===== src/rtl/stsf_pkg.sv =====
// ----------------------------------------------------------------------------
// stsf_pkg: shared types and constants of the temperature spike filter
// Payload structs, register indexes, widths and the fraction lookup.
// ----------------------------------------------------------------------------
package stsf_pkg;

  // Number of sensor slots that keep filter history
  localparam int unsigned SensorSlots = 8;
  localparam int unsigned SlotIdxW    = (SensorSlots > 1) ? $clog2(SensorSlots) : 1;

  localparam int unsigned TempW   = 19;
  localparam int unsigned RawW    = 16;
  localparam int unsigned IndexW  = 4;
  localparam int unsigned CountW  = 8;
  localparam int unsigned FracW   = 4;
  localparam int unsigned CfgIdxW = 2;
  localparam int unsigned CfgDatW = 19;

  // Hundredths of a degree per whole degree
  localparam logic signed [TempW-1:0] CentPerDeg = 19'sd100;
  localparam logic [CountW-1:0]       CountMax   = 8'd255;

  // Configuration register indexes
  localparam logic [CfgIdxW-1:0] RegDeltaLimit   = 2'd0;
  localparam logic [CfgIdxW-1:0] RegOfflineError = 2'd1;
  localparam logic [CfgIdxW-1:0] RegNotFound     = 2'd2;

  // Register reset values
  localparam logic [TempW-1:0]        DeltaLimitRst   = 19'd500;
  localparam logic [CountW-1:0]       OfflineErrorRst = 8'd10;
  localparam logic signed [TempW-1:0] NotFoundRst     = -19'sd9998;

  typedef struct packed {
    logic                   action;
    logic [IndexW-1:0]      sensor_index;
    logic                   read_ok;
    logic signed [RawW-1:0] temp_raw;
  } reading_t;

  typedef struct packed {
    logic signed [TempW-1:0] temperature;
    logic [CountW-1:0]       error_count;
    logic                    accepted;
    logic                    ignored;
  } result_t;

  typedef struct packed {
    logic [CfgIdxW-1:0] index;
    logic [CfgDatW-1:0] data;
  } cfg_write_t;

  // Hundredths for each sixteenth of a degree
  function automatic logic [6:0] frac_hundredths(input logic [FracW-1:0] frac);
    logic [6:0] val;
    unique case (frac)
      4'd0:    val = 7'd0;
      4'd1:    val = 7'd6;
      4'd2:    val = 7'd12;
      4'd3:    val = 7'd19;
      4'd4:    val = 7'd25;
      4'd5:    val = 7'd31;
      4'd6:    val = 7'd38;
      4'd7:    val = 7'd44;
      4'd8:    val = 7'd50;
      4'd9:    val = 7'd56;
      4'd10:   val = 7'd63;
      4'd11:   val = 7'd69;
      4'd12:   val = 7'd75;
      4'd13:   val = 7'd81;
      4'd14:   val = 7'd88;
      4'd15:   val = 7'd94;
      default: val = 7'd0;
    endcase
    return val;
  endfunction

endpackage


===== src/rtl/stsf_if.sv =====
// ----------------------------------------------------------------------------
// stsf_if: handshake channels of the temperature spike filter
// Reading, result and configuration write channels with valid and ready.
// ----------------------------------------------------------------------------
interface stsf_reading_if import stsf_pkg::*; ();
  logic     valid;
  logic     ready;
  reading_t data;

  modport source (output valid, output data, input ready);
  modport sink   (input valid, input data, output ready);
endinterface

interface stsf_result_if import stsf_pkg::*; ();
  logic    valid;
  logic    ready;
  result_t data;

  modport source (output valid, output data, input ready);
  modport sink   (input valid, input data, output ready);
endinterface

interface stsf_cfg_if import stsf_pkg::*; ();
  logic       valid;
  logic       ready;
  cfg_write_t data;

  modport source (output valid, output data, input ready);
  modport sink   (input valid, input data, output ready);
endinterface


===== src/rtl/sensor_temperature_spike_filter_core.sv =====
// ----------------------------------------------------------------------------
// sensor_temperature_spike_filter_core: per-slot temperature spike filter
// Converts raw readings to hundredths and rejects non-action jumps at or beyond a limit.
// ----------------------------------------------------------------------------
// Usage:
//   reading_i carries one sensor reading per transfer (action, slot index,
//   read status and raw value in sixteenths of a degree). result_o returns
//   exactly one result per reading, in order. cfg_i writes the three
//   filter registers; it is always ready and must only be used while no
//   reading is in flight.
//   A reading passes the input register, where the conversion, the slot
//   history read, the compare and the history write-back happen, and
//   then the result register, which drives result_o. Throughput is one
//   reading per cycle while result_o does not stall, as the slot history
//   is read, modified and written back in the input register stage.
//   When result_o stalls, the result register holds; the input register
//   still takes one more reading only if it is empty, and after that
//   reading_i.ready drops until the result is taken.
//   Reset clears the valid flags of both pipeline registers, all slot
//   history (last value and reject count to zero) and loads the register
//   defaults.
// ----------------------------------------------------------------------------
module sensor_temperature_spike_filter_core import stsf_pkg::*; (
  input  logic         clk_i,
  input  logic         rst_ni,
  stsf_reading_if.sink reading_i,
  stsf_result_if.source result_o,
  stsf_cfg_if.sink     cfg_i
);

  // Configuration registers
  logic [TempW-1:0]        delta_limit_q;
  logic [CountW-1:0]       offline_error_q;
  logic signed [TempW-1:0] not_found_q;

  // Slot history
  logic signed [TempW-1:0] last_temp_q [SensorSlots];
  logic [CountW-1:0]       reject_cnt_q [SensorSlots];

  // Pipeline registers
  logic     in_valid_q;
  reading_t in_q;
  logic     out_valid_q;
  result_t  out_q;

  logic     advance;
  result_t  res_d;

  logic                    slot_ok;
  logic [SlotIdxW-1:0]     slot;
  logic signed [11:0]      whole;
  logic signed [TempW-1:0] whole_ext;
  logic signed [TempW-1:0] conv_temp;
  logic signed [TempW-1:0] new_temp;
  logic signed [TempW-1:0] last_temp;
  logic [CountW-1:0]       last_cnt;
  logic signed [TempW:0]   diff;
  logic [TempW:0]          mag;
  logic                    take;
  logic [CountW-1:0]       cnt_d;

  // Configuration writes are taken at once
  assign cfg_i.ready = 1'b1;

  always_ff @(posedge clk_i or negedge rst_ni) begin
    if (!rst_ni) begin
      delta_limit_q   <= DeltaLimitRst;
      offline_error_q <= OfflineErrorRst;
      not_found_q     <= NotFoundRst;
    end else if (cfg_i.valid) begin
      unique case (cfg_i.data.index)
        RegDeltaLimit:   delta_limit_q   <= cfg_i.data.data[TempW-1:0];
        RegOfflineError: offline_error_q <= cfg_i.data.data[CountW-1:0];
        RegNotFound:     not_found_q     <= signed'(cfg_i.data.data[TempW-1:0]);
        default: ;
      endcase
    end
  end

  // Stage handshake: advance when the result register is free or drains
  assign advance         = in_valid_q && (!out_valid_q || result_o.ready);
  assign reading_i.ready = !in_valid_q || advance;
  assign result_o.valid  = out_valid_q;
  assign result_o.data   = out_q;

  // Convert raw sixteenths to hundredths of a degree
  assign whole     = in_q.temp_raw[RawW-1:FracW];
  assign whole_ext = TempW'(whole);
  assign conv_temp = whole_ext * CentPerDeg
                   + signed'(TempW'(frac_hundredths(in_q.temp_raw[FracW-1:0])));
  assign new_temp  = in_q.read_ok ? conv_temp : not_found_q;

  // Look up the slot history
  assign slot_ok   = {1'b0, in_q.sensor_index} < (IndexW + 1)'(SensorSlots);
  assign slot      = in_q.sensor_index[SlotIdxW-1:0];
  assign last_temp = last_temp_q[slot];
  assign last_cnt  = reject_cnt_q[slot];

  // Compare the jump against the limit
  assign diff = {new_temp[TempW-1], new_temp} - {last_temp[TempW-1], last_temp};
  assign mag  = diff[TempW] ? (TempW + 1)'(-diff) : (TempW + 1)'(diff);
  assign take = in_q.action || (mag < {1'b0, delta_limit_q});

  always_comb begin
    if (in_q.action) begin
      cnt_d = (new_temp == not_found_q) ? offline_error_q : '0;
    end else if (take) begin
      cnt_d = '0;
    end else if (last_cnt != CountMax) begin
      cnt_d = last_cnt + CountW'(1);
    end else begin
      cnt_d = last_cnt;
    end
  end

  always_comb begin
    if (!slot_ok) begin
      res_d = '{temperature: '0, error_count: '0, accepted: 1'b0, ignored: 1'b1};
    end else begin
      res_d = '{temperature: take ? new_temp : last_temp, error_count: cnt_d,
                accepted: take, ignored: 1'b0};
    end
  end

  // Write back the slot history
  always_ff @(posedge clk_i or negedge rst_ni) begin
    if (!rst_ni) begin
      for (int i = 0; i < SensorSlots; i++) begin
        last_temp_q[i]  <= '0;
        reject_cnt_q[i] <= '0;
      end
    end else if (advance && slot_ok) begin
      reject_cnt_q[slot] <= cnt_d;
      if (take) begin
        last_temp_q[slot] <= new_temp;
      end
    end
  end

  // Input register
  always_ff @(posedge clk_i or negedge rst_ni) begin
    if (!rst_ni) begin
      in_valid_q <= 1'b0;
    end else if (reading_i.ready) begin
      in_valid_q <= reading_i.valid;
    end
  end

  always_ff @(posedge clk_i) begin
    if (reading_i.valid && reading_i.ready) begin
      in_q <= reading_i.data;
    end
  end

  // Result register
  always_ff @(posedge clk_i or negedge rst_ni) begin
    if (!rst_ni) begin
      out_valid_q <= 1'b0;
    end else if (advance) begin
      out_valid_q <= 1'b1;
    end else if (result_o.ready) begin
      out_valid_q <= 1'b0;
    end
  end

  always_ff @(posedge clk_i) begin
    if (advance) begin
      out_q <= res_d;
    end
  end

  // Assertions
  a_ignored_zero: assert property (@(posedge clk_i) disable iff (!rst_ni)
    out_valid_q && out_q.ignored |->
      out_q.temperature == '0 && out_q.error_count == '0 && !out_q.accepted)
    else $error("ignored result carries nonzero fields");

  a_reject_counts: assert property (@(posedge clk_i) disable iff (!rst_ni)
    out_valid_q && !out_q.ignored && !out_q.accepted |-> out_q.error_count != '0)
    else $error("rejected reading left a zero error count");

  a_count_written: assert property (@(posedge clk_i) disable iff (!rst_ni)
    advance && slot_ok |=> reject_cnt_q[$past(slot)] == out_q.error_count)
    else $error("slot reject count differs from reported count");

  a_stage_holds: assert property (@(posedge clk_i) disable iff (!rst_ni)
    in_valid_q && !advance |=> in_valid_q && $stable(in_q))
    else $error("input register lost a stalled reading");

endmodule

===== src/flat_wrapper.sv =====
// flat-port wrapper written by rule: the top's interface ports become plain ports
module sensor_temperature_spike_filter_core_flat import stsf_pkg::*;
  (clk_i, rst_ni, reading_i_valid, reading_i_data, reading_i_ready, result_o_valid, result_o_data, result_o_ready, cfg_i_valid, cfg_i_data, cfg_i_ready);
  stsf_reading_if reading_i_i ();
  stsf_result_if result_o_i ();
  stsf_cfg_if cfg_i_i ();
  input  logic clk_i;
  input  logic rst_ni;
  input wire logic [$bits(reading_i_i.valid)-1:0] reading_i_valid;
  input wire logic [$bits(reading_i_i.data)-1:0] reading_i_data;
  output wire logic [$bits(reading_i_i.ready)-1:0] reading_i_ready;
  output wire logic [$bits(result_o_i.valid)-1:0] result_o_valid;
  output wire logic [$bits(result_o_i.data)-1:0] result_o_data;
  input wire logic [$bits(result_o_i.ready)-1:0] result_o_ready;
  input wire logic [$bits(cfg_i_i.valid)-1:0] cfg_i_valid;
  input wire logic [$bits(cfg_i_i.data)-1:0] cfg_i_data;
  output wire logic [$bits(cfg_i_i.ready)-1:0] cfg_i_ready;
  assign reading_i_i.valid = reading_i_valid;
  assign reading_i_i.data = reading_i_data;
  assign reading_i_ready = reading_i_i.ready;
  assign result_o_valid = result_o_i.valid;
  assign result_o_data = result_o_i.data;
  assign result_o_i.ready = result_o_ready;
  assign cfg_i_i.valid = cfg_i_valid;
  assign cfg_i_i.data = cfg_i_data;
  assign cfg_i_ready = cfg_i_i.ready;
  sensor_temperature_spike_filter_core u_core (.clk_i(clk_i), .rst_ni(rst_ni), .reading_i(reading_i_i), .result_o(result_o_i), .cfg_i(cfg_i_i));
endmodule

===== config.mk =====
export PLATFORM = sky130hd
export DESIGN_NAME = sensor_temperature_spike_filter_core_flat
export DESIGN_NICKNAME = d
export VERILOG_FILES = /design/src/rtl/stsf_pkg.sv /design/src/rtl/stsf_if.sv /design/src/rtl/sensor_temperature_spike_filter_core.sv /design/src/flat_wrapper.sv
export SDC_FILE = /design/constraint.sdc
export NUM_CORES = 1
export LEC_CHECK = 0
export ABC_CLOCK_PERIOD_IN_PS = 11100
export BUFFER_PORTS_ARGS = -buffer_cell sky130_fd_sc_hd__buf_2
export CAP_MARGIN = 5
export CORE_MARGIN = 2
export CORE_UTILIZATION = 43
export DETAILED_ROUTE_END_ITERATION = 8
export PLACE_DENSITY = 0.61
export SLEW_MARGIN = 15
export SYNTH_ARGS = -nofsm -noshare
export SYNTH_HDL_FRONTEND = slang
export SYNTH_SLANG_ARGS = --single-unit

===== constraint.sdc =====
create_clock -name clk_i -period 11.1 [get_ports clk_i]
set_input_delay 1.665 -clock clk_i [delete_from_list [all_inputs] [get_ports clk_i]]
set_output_delay 1.665 -clock clk_i [all_outputs]
set_load 0.005 [all_outputs]

After elaboration in Yosys (flattened, before gate mapping)
Memory sizes are Yosys's and may differ from the RTL's. A register that Yosys moved wholly into a read port is not among the register bits.
Index checks and enable logic that the tools add are counted.
{ "totals": {"register_bits": 315, "rom_bits": 112, "in_bits": 48, "output_inout_bits": 32, "wordCells": 82, "mem_count": 1} }
{ "op_classes": {"addsub": 4, "n_mul": 1, "n_lt_le_gt_ge": 4, "n_eq_ne": 4, "muxes": 23, "n_bitwise": 1, "reduce_logical": 15} }
{ "memory_table": {"columns": ["memory", "words", "width", "read_ports", "rd_clocked_by_memory_dff", "wr", "line", "source"], "rows": [
  ["(name not given)", 16, 7, 1, 1, 0, "stsf_pkg.sv:55", "unique case (frac)"]
]} }
{ "ops": {"columns": ["operator", "count"], "rows": [
  ["bitwise mux 152 bit", 1],
  ["2-to-1 mux 19 bit", 5],
  ["bitwise mux 64 bit", 1],
  ["binary-select mux 19 bit (select 3 bit)", 1],
  ["demux 19 bit (select 3 bit)", 1],
  ["2-to-1 mux 8 bit", 7],
  ["binary-select mux 8 bit (select 3 bit)", 1],
  ["demux 8 bit (select 3 bit)", 1],
  ["< comparator 20 x 19 -> 1 bit", 1],
  ["2-to-1 mux 20 bit", 1],
  ["negation 20 bit", 1],
  ["subtractor 19 x 19 -> 20 bit", 1],
  ["adder 19 x 8 -> 19 bit", 1],
  ["equality test 19 bit", 1],
  ["multiplier 12 x 6 -> 17 bit (second input constant)", 1],
  ["adder 8 x 1 -> 8 bit (second input constant)", 1],
  ["inequality test 8 bit (second input constant)", 1],
  ["AND reduction 2 bit", 4],
  ["greater-or-equal comparator 4 bit (second input constant)", 1],
  ["logical AND 1 bit", 4],
  ["< comparator 4 x 1 -> 1 bit (second input constant)", 1],
  ["< comparator 4 bit (second input constant)", 1],
  ["2-to-1 mux 4 bit", 1],
  ["NOT 3 -> 4 bit", 1],
  ["7 further kinds", 12]
]} }

Depth between registers and ports, before layout
Gate-level depths: netlist of the first run.
{ "logic_depth": {"word_depth": 12, "depth_mapped": 39, "mapped_depth_nobuf": 35} }

Worst setup path after synthesis of the first run
No wires, ideal clock.
{ "synth_timing": {"path_kind": "reg-to-reg", "startpoint": "register u_core.in_q[5] in the netlist's numbering", "endpoint": "register u_core.last_temp_q[10] in the netlist's numbering", "arrival_time_ps": 8457, "setup_slack_ps": 2518, "stages_incl_launch_ff": 40, "period_less_slack_ps": 8582, "path_cell_list": "edfxtp_1 -> ha_1 -> fa_1 -> ha_1 -> ha_1 -> fa_1 -> a21o_1 -> o2111a_1 -> or3_1 -> a2111o_1 -> a31oi_1 -> clkbuf_1 -> ha_1 -> inv_1 -> nor2_1 -> nand2_1 -> a211oi_1 -> a21oi_1 -> [... 4 more ...] -> clkbuf_1 -> nand2_1 -> o21ai_0 -> ha_1 -> a21boi_0 -> o21a_1 -> o21a_1 -> o21a_1 -> o21a_1 -> o21a_1 -> o21a_1 -> o21ai_0 -> nand3_1 -> a41oi_4 -> buf_6 -> o21ai_4 -> buf_12 -> mux2_4"} }
{ "synth_between": {"elab_chain_cells": 9} }
{ "synth_lines": {"columns": ["item", "line", "source"], "rows": [
  ["start, declared", "sensor_temperature_spike_filter_core.sv:42", "reading_t in_q;"],
  ["start signal, assigned", "sensor_temperature_spike_filter_core.sv:151", "in_q <= reading_i.data;"],
  ["multiplier 12 x 6 -> 17 bit (*)", "sensor_temperature_spike_filter_core.sv:89", "assign conv_temp = whole_ext * CentPerDeg"],
  ["adder 19 x 8 -> 19 bit (*)", "sensor_temperature_spike_filter_core.sv:90", "+ signed'(TempW'(frac_hundredths(in_q.temp_raw[FracW-1:0])));"],
  ["2-to-1 mux 19 bit (*)", "sensor_temperature_spike_filter_core.sv:91", "assign new_temp = in_q.read_ok ? conv_temp : not_found_q;"],
  ["subtractor 19 x 19 -> 20 bit", "sensor_temperature_spike_filter_core.sv:100", "assign diff = {new_temp[TempW-1], new_temp} - {last_temp[TempW-1], last_temp};"],
  ["negation 20 bit", "sensor_temperature_spike_filter_core.sv:101", "assign mag = diff[TempW] ? (TempW + 1)'(-diff) : (TempW + 1)'(diff);"],
  ["2-to-1 mux 20 bit", "sensor_temperature_spike_filter_core.sv:101", null],
  ["< comparator 20 x 19 -> 1 bit", "sensor_temperature_spike_filter_core.sv:102", "assign take = in_q.action || (mag < {1'b0, delta_limit_q});"],
  ["logical OR 1 bit", "sensor_temperature_spike_filter_core.sv:102", null],
  ["AND reduction 2 bit (no line)", null, null],
  ["end signal, assigned by index", "sensor_temperature_spike_filter_core.sv:135", "last_temp_q[slot] <= new_temp;"],
  ["end, declared", "sensor_temperature_spike_filter_core.sv:37", "logic signed [TempW-1:0] last_temp_q [SensorSlots];"]
]} }
Every way passes the cells marked *; elsewhere a longest branch is shown, timed or not.
A chain may end at the register's enable or synchronous reset.

Final worst setup path of the first run
{ "layout_timing": {"startpoint": "register u_core.in_q[5] in the netlist's numbering", "endpoint": "register u_core.last_temp_q[22] in the netlist's numbering"} }
{ "layout_between": {"elab_chain_cells": 9} }
{ "layout_lines": {"columns": ["item", "line", "source"], "rows": [
  ["multiplier 12 x 6 -> 17 bit (*)", "sensor_temperature_spike_filter_core.sv:89", null],
  ["adder 19 x 8 -> 19 bit (*)", "sensor_temperature_spike_filter_core.sv:90", null],
  ["2-to-1 mux 19 bit (*)", "sensor_temperature_spike_filter_core.sv:91", null],
  ["via u_core.new_temp[10]", "sensor_temperature_spike_filter_core.sv:54", "logic signed [TempW-1:0] new_temp;"],
  ["subtractor 19 x 19 -> 20 bit (*)", "sensor_temperature_spike_filter_core.sv:100", null],
  ["negation 20 bit", "sensor_temperature_spike_filter_core.sv:101", null],
  ["2-to-1 mux 20 bit (*)", "sensor_temperature_spike_filter_core.sv:101", null],
  ["< comparator 20 x 19 -> 1 bit (*)", "sensor_temperature_spike_filter_core.sv:102", null],
  ["logical OR 1 bit (*)", "sensor_temperature_spike_filter_core.sv:102", null],
  ["AND reduction 2 bit (no line) (*)", null, null]
]} }
The timed path passes the listed nets; every way through them passes the cells marked *.

==> flow_metrics.env, run 1 <==
export IMPL_path_depth=30
export IMPL_rows=74
export IMPL_mostFrequentLayoutCells="244 x dfrtp_1, 200 x mux2_2, 105 x nand2_1"
export IMPL_antenna_found_initial=0
export IMPL_ff2ff_path_depth=30
export IMPL_cts_htree_levels=2
export IMPL_status="finished, final reports clean"
export IMPL_cts_buffers=37
export IMPL_relSlewSlack_pct=22.3
export IMPL_setup_viol=0
export IMPL_post_cts_buffers=0
export IMPL_synth_cells=1561
export IMPL_critPathBufInv=2
export IMPL_crit_fanout=21
export IMPL_synth_area_sq_mm=0.0179
export IMPL_async_flop_share_pct=82.0
export IMPL_grt_overflow=0
export IMPL_critPathLaunchType="flip-flop"
export IMPL_drc_errors=0
export IMPL_max_freq_ghz=0.101
export IMPL_final_common_cell="dfrtp_1"
export IMPL_cts_resized=0
export IMPL_cpMaxStageDelayCell="o21ai_4"
export IMPL_nets=1782
export IMPL_ctsRootBufferMaster="clkbuf_16"
export IMPL_place_gp_congestion=0.897
export IMPL_ys_flop_type="dfrtp_1"
export IMPL_vias=12800
export IMPL_cpMostUsedCell="ha_1"
export IMPL_finalHoldViolations=0
export IMPL_detail_route_wl_per_cell_microns=22.0
export IMPL_ys_ff_latch=322
export IMPL_area_growth_pct=12.7
export IMPL_cts_path_max_buffers=3
export IMPL_grt_max_degree=124
export IMPL_hold_path_class="reg -> reg"
export IMPL_fp_dieH_microns=208
export IMPL_ir_worst_vdd_uv=181
export IMPL_ys_types=87
export IMPL_ff2ff_setup_slack_ns=1.16
export IMPL_finalInstanceArea_sq_mm=0.0201
export IMPL_crit_path_start="u_core.in_q[5]"
export IMPL_cts_tree="built"
export IMPL_avgSynthCellArea_sq_um=11.4
export IMPL_critPathTopFamily="compound AO/OA/AOI/OAI gates"
export IMPL_die_width_microns=208
export IMPL_cts_clk_slew_worst_paths_ns=0.06
export IMPL_rsz0062_at_grt="no"
export IMPL_routed_via_density=5.83
export IMPL_finalSetupTns_ns=0
export IMPL_fill_cells=3755
export IMPL_cts_hold_fix_buffers=0
export IMPL_clock_sinks=322
export IMPL_io_buffers=78
export IMPL_ios=80
export IMPL_dr_pass1_iters=5
export IMPL_diodes=0
export IMPL_fin_util_pct=49.2
export IMPL_synth_edf_count=51
export IMPL_maxCapViolations=0
export IMPL_r2r_end="u_core.last_temp_q[22]"
export IMPL_period_share_pct=89.5
export IMPL_clk_latency_ns=0.54
export IMPL_report_final_slew_viol_count=0
export IMPL_r2r_start="u_core.in_q[5]"
export IMPL_yosysSeqAreaShare_pct=46.5
export IMPL_dpl_hpwl_microns=33300
export IMPL_placed_area_sq_mm=0.0189
export IMPL_initialDrtViolationCount=936
export IMPL_place_inst=2130
export IMPL_path_class="reg -> reg"
export IMPL_synth_fp_nets=1706
export IMPL_drive_gt1_share_pct=25.9
export IMPL_critical_path_max_stage_delay_ns=0.79
export IMPL_track_usage_pct=22.5
export IMPL_period_minus_slack_ns=9.94
export IMPL_cp_endpoint="u_core.last_temp_q[22]"
export IMPL_powerDensity_mw_per_mm2=304
export IMPL_worst_pin_slew_ns=1.16
export IMPL_finClkSkew_ns=0.0301
export IMPL_power_leakage_nw=8.69
export IMPL_crit_required_ns=11.50
export IMPL_wl_microns=48400
export IMPL_grt_pass1_wl_microns=75600
export IMPL_initial_utilization_pct=43.6
export IMPL_dieArea_sq_mm=0.0432
export IMPL_yosys_warnings=0
export IMPL_crit_arrival_ns=10.34
export IMPL_fin_cells=2197
export IMPL_grt_pass1_vias=12700
export IMPL_end_kind="flip-flop"
export IMPL_drtAntennaViolNets=0
export IMPL_core_area_sq_mm=0.0409
## cell usage after synthesis (7+ instances only)
cell	number	area, sq um
a221oi_1	14	123
a22oi_1	56	420
mux2i_1	18	180
a211oi_1	24	180
or3_1	12	75.1
mux2_4	10	150
xor2_1	14	123
dfstp_2	20	526
edfxtp_1	51	1530
a31oi_1	10	62.6
o21a_1	8	60.1
mux2_2	200	2250
clkbuf_1	57	214
a21o_1	13	97.6
o21ai_0	79	395
nand2b_1	15	93.8
nand3_1	19	95.1
inv_1	52	195
a21oi_1	76	380
fa_1	12	240
a22o_1	11	96.3
nor2_1	80	300
xnor2_1	60	526
nand4_1	7	43.8
dfxtp_1	7	140
dfrtp_1	244	6110
and2_1	13	81.3
nor3_1	16	80.1
nor2b_1	16	100
mux4_2	8	180
nand2_1	105	394
and4_1	12	105
and3_1	12	75.1
buf_2	8	40.0
ha_1	85	1060
## state kept, by name, indices dropped and copies added, names as in the netlist, named ones only
register	count
u_core.not_found_q	19
u_core.result_o.valid	1
u_core.result_o.data	29
u_core.in_valid_q	1
u_core.delta_limit_q	19
u_core.reject_cnt_q	64
u_core.offline_error_q	8
u_core.in_q	22
u_core.conv_temp	2
u_core.last_temp_q	152
## worst min-delay path, cell delays in order, from the launching register on
cell and delay, ns:
dfrtp_1 0.34, nand2_1 0.04, o21ai_0 0.05
## worst min-delay path by stage
stage                                  from                       to  cells after the start  slack, ns
floorplan           u_core.reject_cnt_q[26]  u_core.reject_cnt_q[26]                      2       0.44
global placement    u_core.reject_cnt_q[45]  u_core.reject_cnt_q[45]                      2       0.46
detailed placement  u_core.reject_cnt_q[55]  u_core.reject_cnt_q[55]                      2       0.47
CTS                 u_core.reject_cnt_q[58]  u_core.reject_cnt_q[58]                      2       0.48
global route        u_core.reject_cnt_q[28]  u_core.reject_cnt_q[28]                      2       0.50
finish              u_core.reject_cnt_q[58]  u_core.reject_cnt_q[58]                      2       0.48
## area by class of cell
class / count / area, sq um / share of cell area, %
Sequential cell: 322 / 8300 / 41.3
Multi-Input combinational cell: 1111 / 9050 / 45.0
Inverter: 53 / 199 / 0.988
Timing Repair Buffer: 112 / 656 / 3.26
Clock inverter: 15 / 190 / 0.945
Tap cell: 532 / 666 / 3.31
Clock buffer: 52 / 1060 / 5.28
## per-layer routing
layer | GRT usage, % | share of wire (%) | routed length (microns)
met3 | 4.84 | 7.1 | 3430
met1 | 32.0 | 46 | 22200
met4 | 5.50 | 2.0 | 983
met2 | 35.0 | 45 | 21800
met5 | 0 | 0 | 0
## logic make-up after synthesis
group	count (synthesis)	share of synthesized area (%)
other	1	0.0210
adder cells (fa/ha/maj)	99	7.41
XOR/XNOR	79	4.26
buffers and inverters	128	2.94
AO/OA/AOI/OAI	360	14.1
flip-flops	322	46.5
multiplexers	236	15.5
AND/OR/NAND/NOR	336	9.33
## metrics by stage
step | setup slack [ns] | hold WS (ns) | total power, mW
finish | 1.16 | 0.477 | 6.13
global route | 0.340 | 0.504 | 6.59
CTS | 1.21 | 0.485 | 6.15
detailed placement | 1.22 | 0.471 | 4.86
global placement | 1.53 | 0.458 | 4.80
floorplan | 2.52 | 0.445 | 4.11
## report_power, final
part           total (mW)  switching, mW  internal, mW
logic                2.99           1.70          1.28
clock network        1.26          0.494         0.763
registers            1.89          0.226          1.66
(Power assumes the default switching activity.)
==> run 2: changes to the inputs <==
--- a/config.mk
+++ b/config.mk
@@ -11,6 +11,8 @@
 export CORE_MARGIN = 2
 export CORE_UTILIZATION = 43
 export DETAILED_ROUTE_END_ITERATION = 8
+export GPL_TIMING_DRIVEN = 0
+export HOLD_SLACK_MARGIN = 0.03
 export PLACE_DENSITY = 0.61
 export SLEW_MARGIN = 15
 export SYNTH_ARGS = -nofsm -noshare
==> flow_metrics.env, run 2 (same netlist as run 1, synthesis figures left out) <==
export IMPL_drc_errors=0
export IMPL_track_usage_pct=23.0
export IMPL_cpMaxStageDelayCell="edfxtp_1"
export IMPL_drtAntennaViolNets=0
export IMPL_drive_gt1_share_pct=24.6
export IMPL_dieArea_sq_mm=0.0432
export IMPL_final_common_cell="dfrtp_1"
export IMPL_ios=80
export IMPL_dpl_hpwl_microns=35900
export IMPL_period_minus_slack_ns=10.31
export IMPL_place_gp_congestion=0.874
export IMPL_period_share_pct=92.9
export IMPL_finClkSkew_ns=0.0179
export IMPL_worst_pin_slew_ns=1.21
export IMPL_top_register="u_core.last_temp_q"
export IMPL_vias=13000
export IMPL_cts_clk_slew_worst_paths_ns=0.06
export IMPL_report_final_slew_viol_count=0
export IMPL_comb_power_share_pct=49.6
export IMPL_setup_viol=0
export IMPL_dr_pass1_iters=5
export IMPL_critical_path_max_stage_delay_ns=0.49
export IMPL_fp_dieH_microns=208
export IMPL_maxCapViolations=0
export IMPL_grt_pass1_vias=12800
export IMPL_ctsRootBufferMaster="clkbuf_16"
export IMPL_post_cts_buffers=0
export IMPL_relSlewSlack_pct=19.5
export IMPL_path_class="reg -> reg"
export IMPL_core_area_sq_mm=0.0409
export IMPL_io_buffers=78
export IMPL_fin_util_pct=49.6
export IMPL_fill_cells=3689
export IMPL_cts_hold_fix_buffers=0
export IMPL_dp_slack_ns=0.281
export IMPL_finalSetupTns_ns=0
export IMPL_power_leakage_nw=8.69
export IMPL_cts_buffers=37
export IMPL_cpMostUsedCell="o21a_1"
export IMPL_worst_slack_ns=0.788
export IMPL_mostFrequentLayoutCells="244 x dfrtp_1, 200 x mux2_2, 105 x nand2_1"
export IMPL_initial_utilization_pct=43.6
export IMPL_initialDrtViolationCount=892
export IMPL_rsz0062_at_grt="no"
export IMPL_crit_arrival_ns=10.63
export IMPL_critPathLaunchType="flip-flop"
export IMPL_end_kind="flip-flop"
export IMPL_powerDensity_mw_per_mm2=306
export IMPL_wl_microns=49700
export IMPL_finalHoldViolations=0
export IMPL_power_total_mw=6.21
export IMPL_clock_sinks=322
export IMPL_intPower_mw=3.72
export IMPL_grt_pass1_wl_microns=77100
export IMPL_largest_reg_flops=152
export IMPL_cts_path_max_buffers=3
export IMPL_area_growth_pct=13.6
export IMPL_crit_fanout=10
export IMPL_die_width_microns=208
export IMPL_nets=1826
export IMPL_ir_worst_vdd_uv=152
export IMPL_cts_resized=0
export IMPL_clk_latency_ns=0.54
export IMPL_max_freq_ghz=0.0970
export IMPL_swShare_pct=40.1
export IMPL_power_frac_seq_pct=30.2
export IMPL_detail_route_wl_per_cell_microns=22.1
export IMPL_crit_required_ns=11.42
export IMPL_worst_hold_slack_ns=0.475
export IMPL_rows=74
export IMPL_routed_via_density=5.79
export IMPL_p_switching_mw=2.49
export IMPL_antenna_found_initial=1
export IMPL_cts_tree="built"
export IMPL_status="finished, final reports clean"
export IMPL_hold_path_class="reg -> reg"
export IMPL_cts_htree_levels=2
export IMPL_grt_overflow=0
export IMPL_grt_max_degree=103
export IMPL_power_frac_clock_pct=20.2
[run 2: cell types whose count changed in the layout (fill, tap and decap cells not counted), sizes merged]
cell,change
diode,+1
inv,+2
clkdlybuf4s15,+1
clkbuf,+60
clkinv,-4
buf,-13
bufinv,-1
clkinvlp,-1
[run 2: final timing paths]
check | slack [ns] | from | depth (start not counted) | end
setup / recovery | 0.79 | u_core.in_q[5] | 39 | u_core.result_o.data[20]
max in group asynchronous | 9.04 | rst_ni | 2 | u_core.not_found_q[11]
min in group asynchronous | 1.11 | rst_ni | 1 | u_core.last_temp_q[44]
hold / removal | 0.48 | u_core.reject_cnt_q[45] | 2 | u_core.reject_cnt_q[45]
setup reg to reg | 0.79 | u_core.in_q[5] | 39 | u_core.result_o.data[20]
hold reg to reg | 0.48 | u_core.reject_cnt_q[45] | 2 | u_core.reject_cnt_q[45]
[run 2: worst max-delay path, delay by kind of cell (launching register included)]
| kind | cells | cell delay, ns |
|---|---|---|
| AO/OA/AOI/OAI | 21 | 4.55 |
| adder cells (fa/ha/maj) | 7 | 2.39 |
| buffers and inverters | 6 | 1.68 |
| flip-flops | 1 | 0.49 |
| AND/OR/NAND/NOR | 5 | 0.97 |
[run 2: area by class of cell]
| cell class | instances | area, sq um | share of cell area [%] |
|---|---|---|---|
| clock inverter | 11 | 145 | 0.716 |
| inverter | 53 | 199 | 0.981 |
| tap | 532 | 666 | 3.28 |
| timing repair buffer | 81 | 463 | 2.28 |
| clock buffer | 56 | 1090 | 5.38 |
| antenna | 1 | 2.50 | 0.0123 |
| sequential | 322 | 8300 | 40.9 |
| multi-input combinational | 1111 | 9080 | 44.8 |
| buffer | 75 | 338 | 1.67 |
[run 2: metal layers]
layer  track usage, %  part of all wire [%]
met3             4.40                   5.8
met5                0                     0
met2             35.9                    45
met4             5.26                   2.0
met1             33.2                    47
[run 2: per-stage QoR]
step	instance area, sq um	std cells
global route	20300	2241
detailed placement	19000	2174
CTS	20200	2241
floorplan	17900	1561
finish	20300	2242
global placement	18900	2171
[run 2: power groups by stage]
stage | Sequential (mW) | Combinational, mW | Clock (mW)
floorplan | 1.83 | 2.28 | 0
global placement | 1.87 | 2.95 | 0
detailed placement | 1.89 | 3.02 | 0
CTS | 1.87 | 3.04 | 1.28
global route | 1.92 | 3.40 | 1.33
finish | 1.88 | 3.08 | 1.25
==> run 3: changes to the inputs <==
--- a/config.mk
+++ b/config.mk
@@ -5,15 +5,15 @@
 export SDC_FILE = /design/constraint.sdc
 export NUM_CORES = 1
 export LEC_CHECK = 0
-export ABC_CLOCK_PERIOD_IN_PS = 11100
+export ABC_CLOCK_PERIOD_IN_PS = 10440
 export BUFFER_PORTS_ARGS = -buffer_cell sky130_fd_sc_hd__buf_2
 export CAP_MARGIN = 5
-export CORE_MARGIN = 2
+export CORE_MARGIN = 5
 export CORE_UTILIZATION = 43
 export DETAILED_ROUTE_END_ITERATION = 8
 export GPL_TIMING_DRIVEN = 0
 export HOLD_SLACK_MARGIN = 0.03
-export PLACE_DENSITY = 0.61
+export PLACE_DENSITY = 0.71
 export SLEW_MARGIN = 15
 export SYNTH_ARGS = -nofsm -noshare
 export SYNTH_HDL_FRONTEND = slang
==> constraint.sdc (replaced) <==
create_clock -name clk_i -period 10.44 [get_ports clk_i]
set_input_delay 1.566 -clock clk_i [delete_from_list [all_inputs] [get_ports clk_i]]
set_output_delay 1.566 -clock clk_i [all_outputs]
set_load 0.005 [all_outputs]
==> flow_metrics.env, run 3 (same netlist as run 1, synthesis figures left out) <==
export IMPL_status="finished, final reports clean"
export IMPL_mostFrequentLayoutCells="244 x dfrtp_1, 200 x mux2_2, 101 x nand2_1"
export IMPL_place_gp_congestion=0.881
export IMPL_min_from="u_core.reject_cnt_q[29]"
export IMPL_ctsRootBufferMaster="clkbuf_16"
export IMPL_period_minus_slack_ns=10.14
export IMPL_dr_pass1_iters=5
export IMPL_detail_route_wl_per_cell_microns=21.8
export IMPL_io_buffers=78
export IMPL_critical_path_max_stage_delay_ns=0.77
export IMPL_finalHoldViolations=0
export IMPL_cts_htree_levels=2
export IMPL_rsz0062_at_grt="no"
export IMPL_powerDensity_mw_per_mm2=327
export IMPL_ios=80
export IMPL_dpl_hpwl_microns=34800
export IMPL_wl_microns=48800
export IMPL_r2r_end="u_core.last_temp_q[72]"
export IMPL_ff2ff_setup_slack_ns=0.30
export IMPL_crit_fanout=10
export IMPL_initialDrtViolationCount=1095
export IMPL_fin_cells=2239
export IMPL_drive_gt1_share_pct=26.1
export IMPL_fill_cells=3664
export IMPL_dp_slack_ns=-0.287
export IMPL_crit_required_ns=10.85
export IMPL_fp_dieH_microns=214
export IMPL_relSlewSlack_pct=28.5
export IMPL_track_usage_pct=21.6
export IMPL_path_class="reg -> reg"
export IMPL_finalSetupTns_ns=0
export IMPL_area_growth_pct=13.3
export IMPL_clock_sinks=322
export IMPL_nets=1826
export IMPL_top_register="u_core.last_temp_q"
export IMPL_cpMaxStageDelayCell="clkbuf_1"
export IMPL_cts_buffers=35
export IMPL_grt_max_degree=101
export IMPL_period_share_pct=97.2
export IMPL_dieArea_sq_mm=0.0457
export IMPL_ir_worst_vdd_uv=199
export IMPL_end_kind="flip-flop"
export IMPL_power_total_mw=6.61
export IMPL_r2r_start="u_core.in_q[19]"
export IMPL_rows=74
export IMPL_grt_pass1_vias=13400
export IMPL_hold_depth=2
export IMPL_hold_path_class="reg -> reg"
export IMPL_crit_arrival_ns=10.55
export IMPL_whs_endpoint="u_core.reject_cnt_q[29]"
export IMPL_ff2ff_path_depth=28
export IMPL_critPathLaunchType="flip-flop"
export IMPL_routed_via_density=5.92
export IMPL_antenna_found_initial=0
export IMPL_vias=13200
export IMPL_drc_errors=0
export IMPL_cpMostUsedCell="inv_1"
export IMPL_cts_clk_slew_worst_paths_ns=0.06
export IMPL_finalInstanceArea_sq_mm=0.0202
export IMPL_diodes=0
export IMPL_drtAntennaViolNets=0
export IMPL_maxCapViolations=0
export IMPL_finClkSkew_ns=0.0263
export IMPL_grt_overflow=0
export IMPL_report_final_slew_viol_count=0
export IMPL_worst_slack_ns=0.297
export IMPL_largest_reg_flops=152
export IMPL_placed_area_sq_mm=0.0190
export IMPL_initial_utilization_pct=43.6
export IMPL_die_width_microns=214
export IMPL_core_area_sq_mm=0.0409
export IMPL_power_leakage_nw=8.65
export IMPL_final_common_cell="dfrtp_1"
export IMPL_max_freq_ghz=0.0986
export IMPL_worst_pin_slew_ns=1.07
export IMPL_cts_hold_fix_buffers=0
export IMPL_cts_tree="built"
export IMPL_place_inst=2174
export IMPL_cts_path_max_buffers=3
export IMPL_setup_viol=0
export IMPL_grt_pass1_wl_microns=76400
export IMPL_clk_latency_ns=0.54
[run 3: report_power, final]
| group | switching, mW | internal (mW) | total [mW] | leakage [nW] |
|---|---|---|---|---|
| combinational | 1.98 | 1.44 | 3.42 | 4.24 |
| sequential | 0.237 | 1.76 | 2.00 | 3.87 |
| clock | 0.519 | 0.669 | 1.19 | 0.541 |
[run 3: how the worst max path moves through the flow]
| stage | cells after the start | start | endpoint |
|---|---|---|---|
| final | 28 | u_core.in_q[19] | u_core.last_temp_q[72] |
| after global routing | 39 | u_core.in_q[5] | u_core.result_o.data[27] |
| after CTS | 39 | u_core.in_q[5] | u_core.result_o.data[27] |
| after detailed placement | 37 | u_core.in_q[5] | u_core.result_o.data[25] |
| after global placement | 37 | u_core.in_q[5] | u_core.result_o.data[25] |
| after floorplan | 39 | u_core.in_q[5] | u_core.last_temp_q[10] |
[run 3: metrics by stage]
stage	hold WS [ns]	util, %
after floorplan	0.445	-
after global placement	0.459	46.2
after detailed placement	0.470	46.4
after CTS	0.484	49.2
after global routing	0.515	49.4
final	0.483	49.4
[run 3: cell type report]
type | count | area [sq um] | area share, %
Multi-Input combinational cell | 1111 | 9160 | 45.3
Sequential cell | 322 | 8300 | 41.0
Clock buffer | 43 | 978 | 4.84
Tap cell | 532 | 666 | 3.29
Timing Repair Buffer | 83 | 478 | 2.36
Buffer | 75 | 334 | 1.65
Inverter | 53 | 199 | 0.983
Clock inverter | 20 | 110 | 0.544
[run 3: metal layers]
| metal | part of all wire, % | up-vias | track usage, % |
|---|---|---|---|
| met2 | 46 | 504 | 33.8 |
| met1 | 44 | 6629 | 30.3 |
| met5 | 0 | - | 0 |
| met3 | 7.6 | 101 | 4.39 |
| met4 | 2.9 | 0 | 6.84 |
| li1 | - | 6010 | - |
[run 3: repair_timing]
item | 4_1_cts | 5_1_grt
setup endpoints to repair | 114 | 202
setup buffers | 0 | 1
gates resized for setup | 8 | 29
pin swaps | 0 | 0
[run 3: critical path: cells and delay by family, from the launching register on]
family / cells / cell delay, ns
and+or+nand+nor: 8 / 2.98
buffers and inverters: 7 / 2.75
adders and majority gates: 3 / 0.94
muxes: 1 / 0.39
AOI/OAI and AO/OA: 7 / 2.15
DFF: 1 / 0.49
xor gates and xnor gates: 2 / 0.31
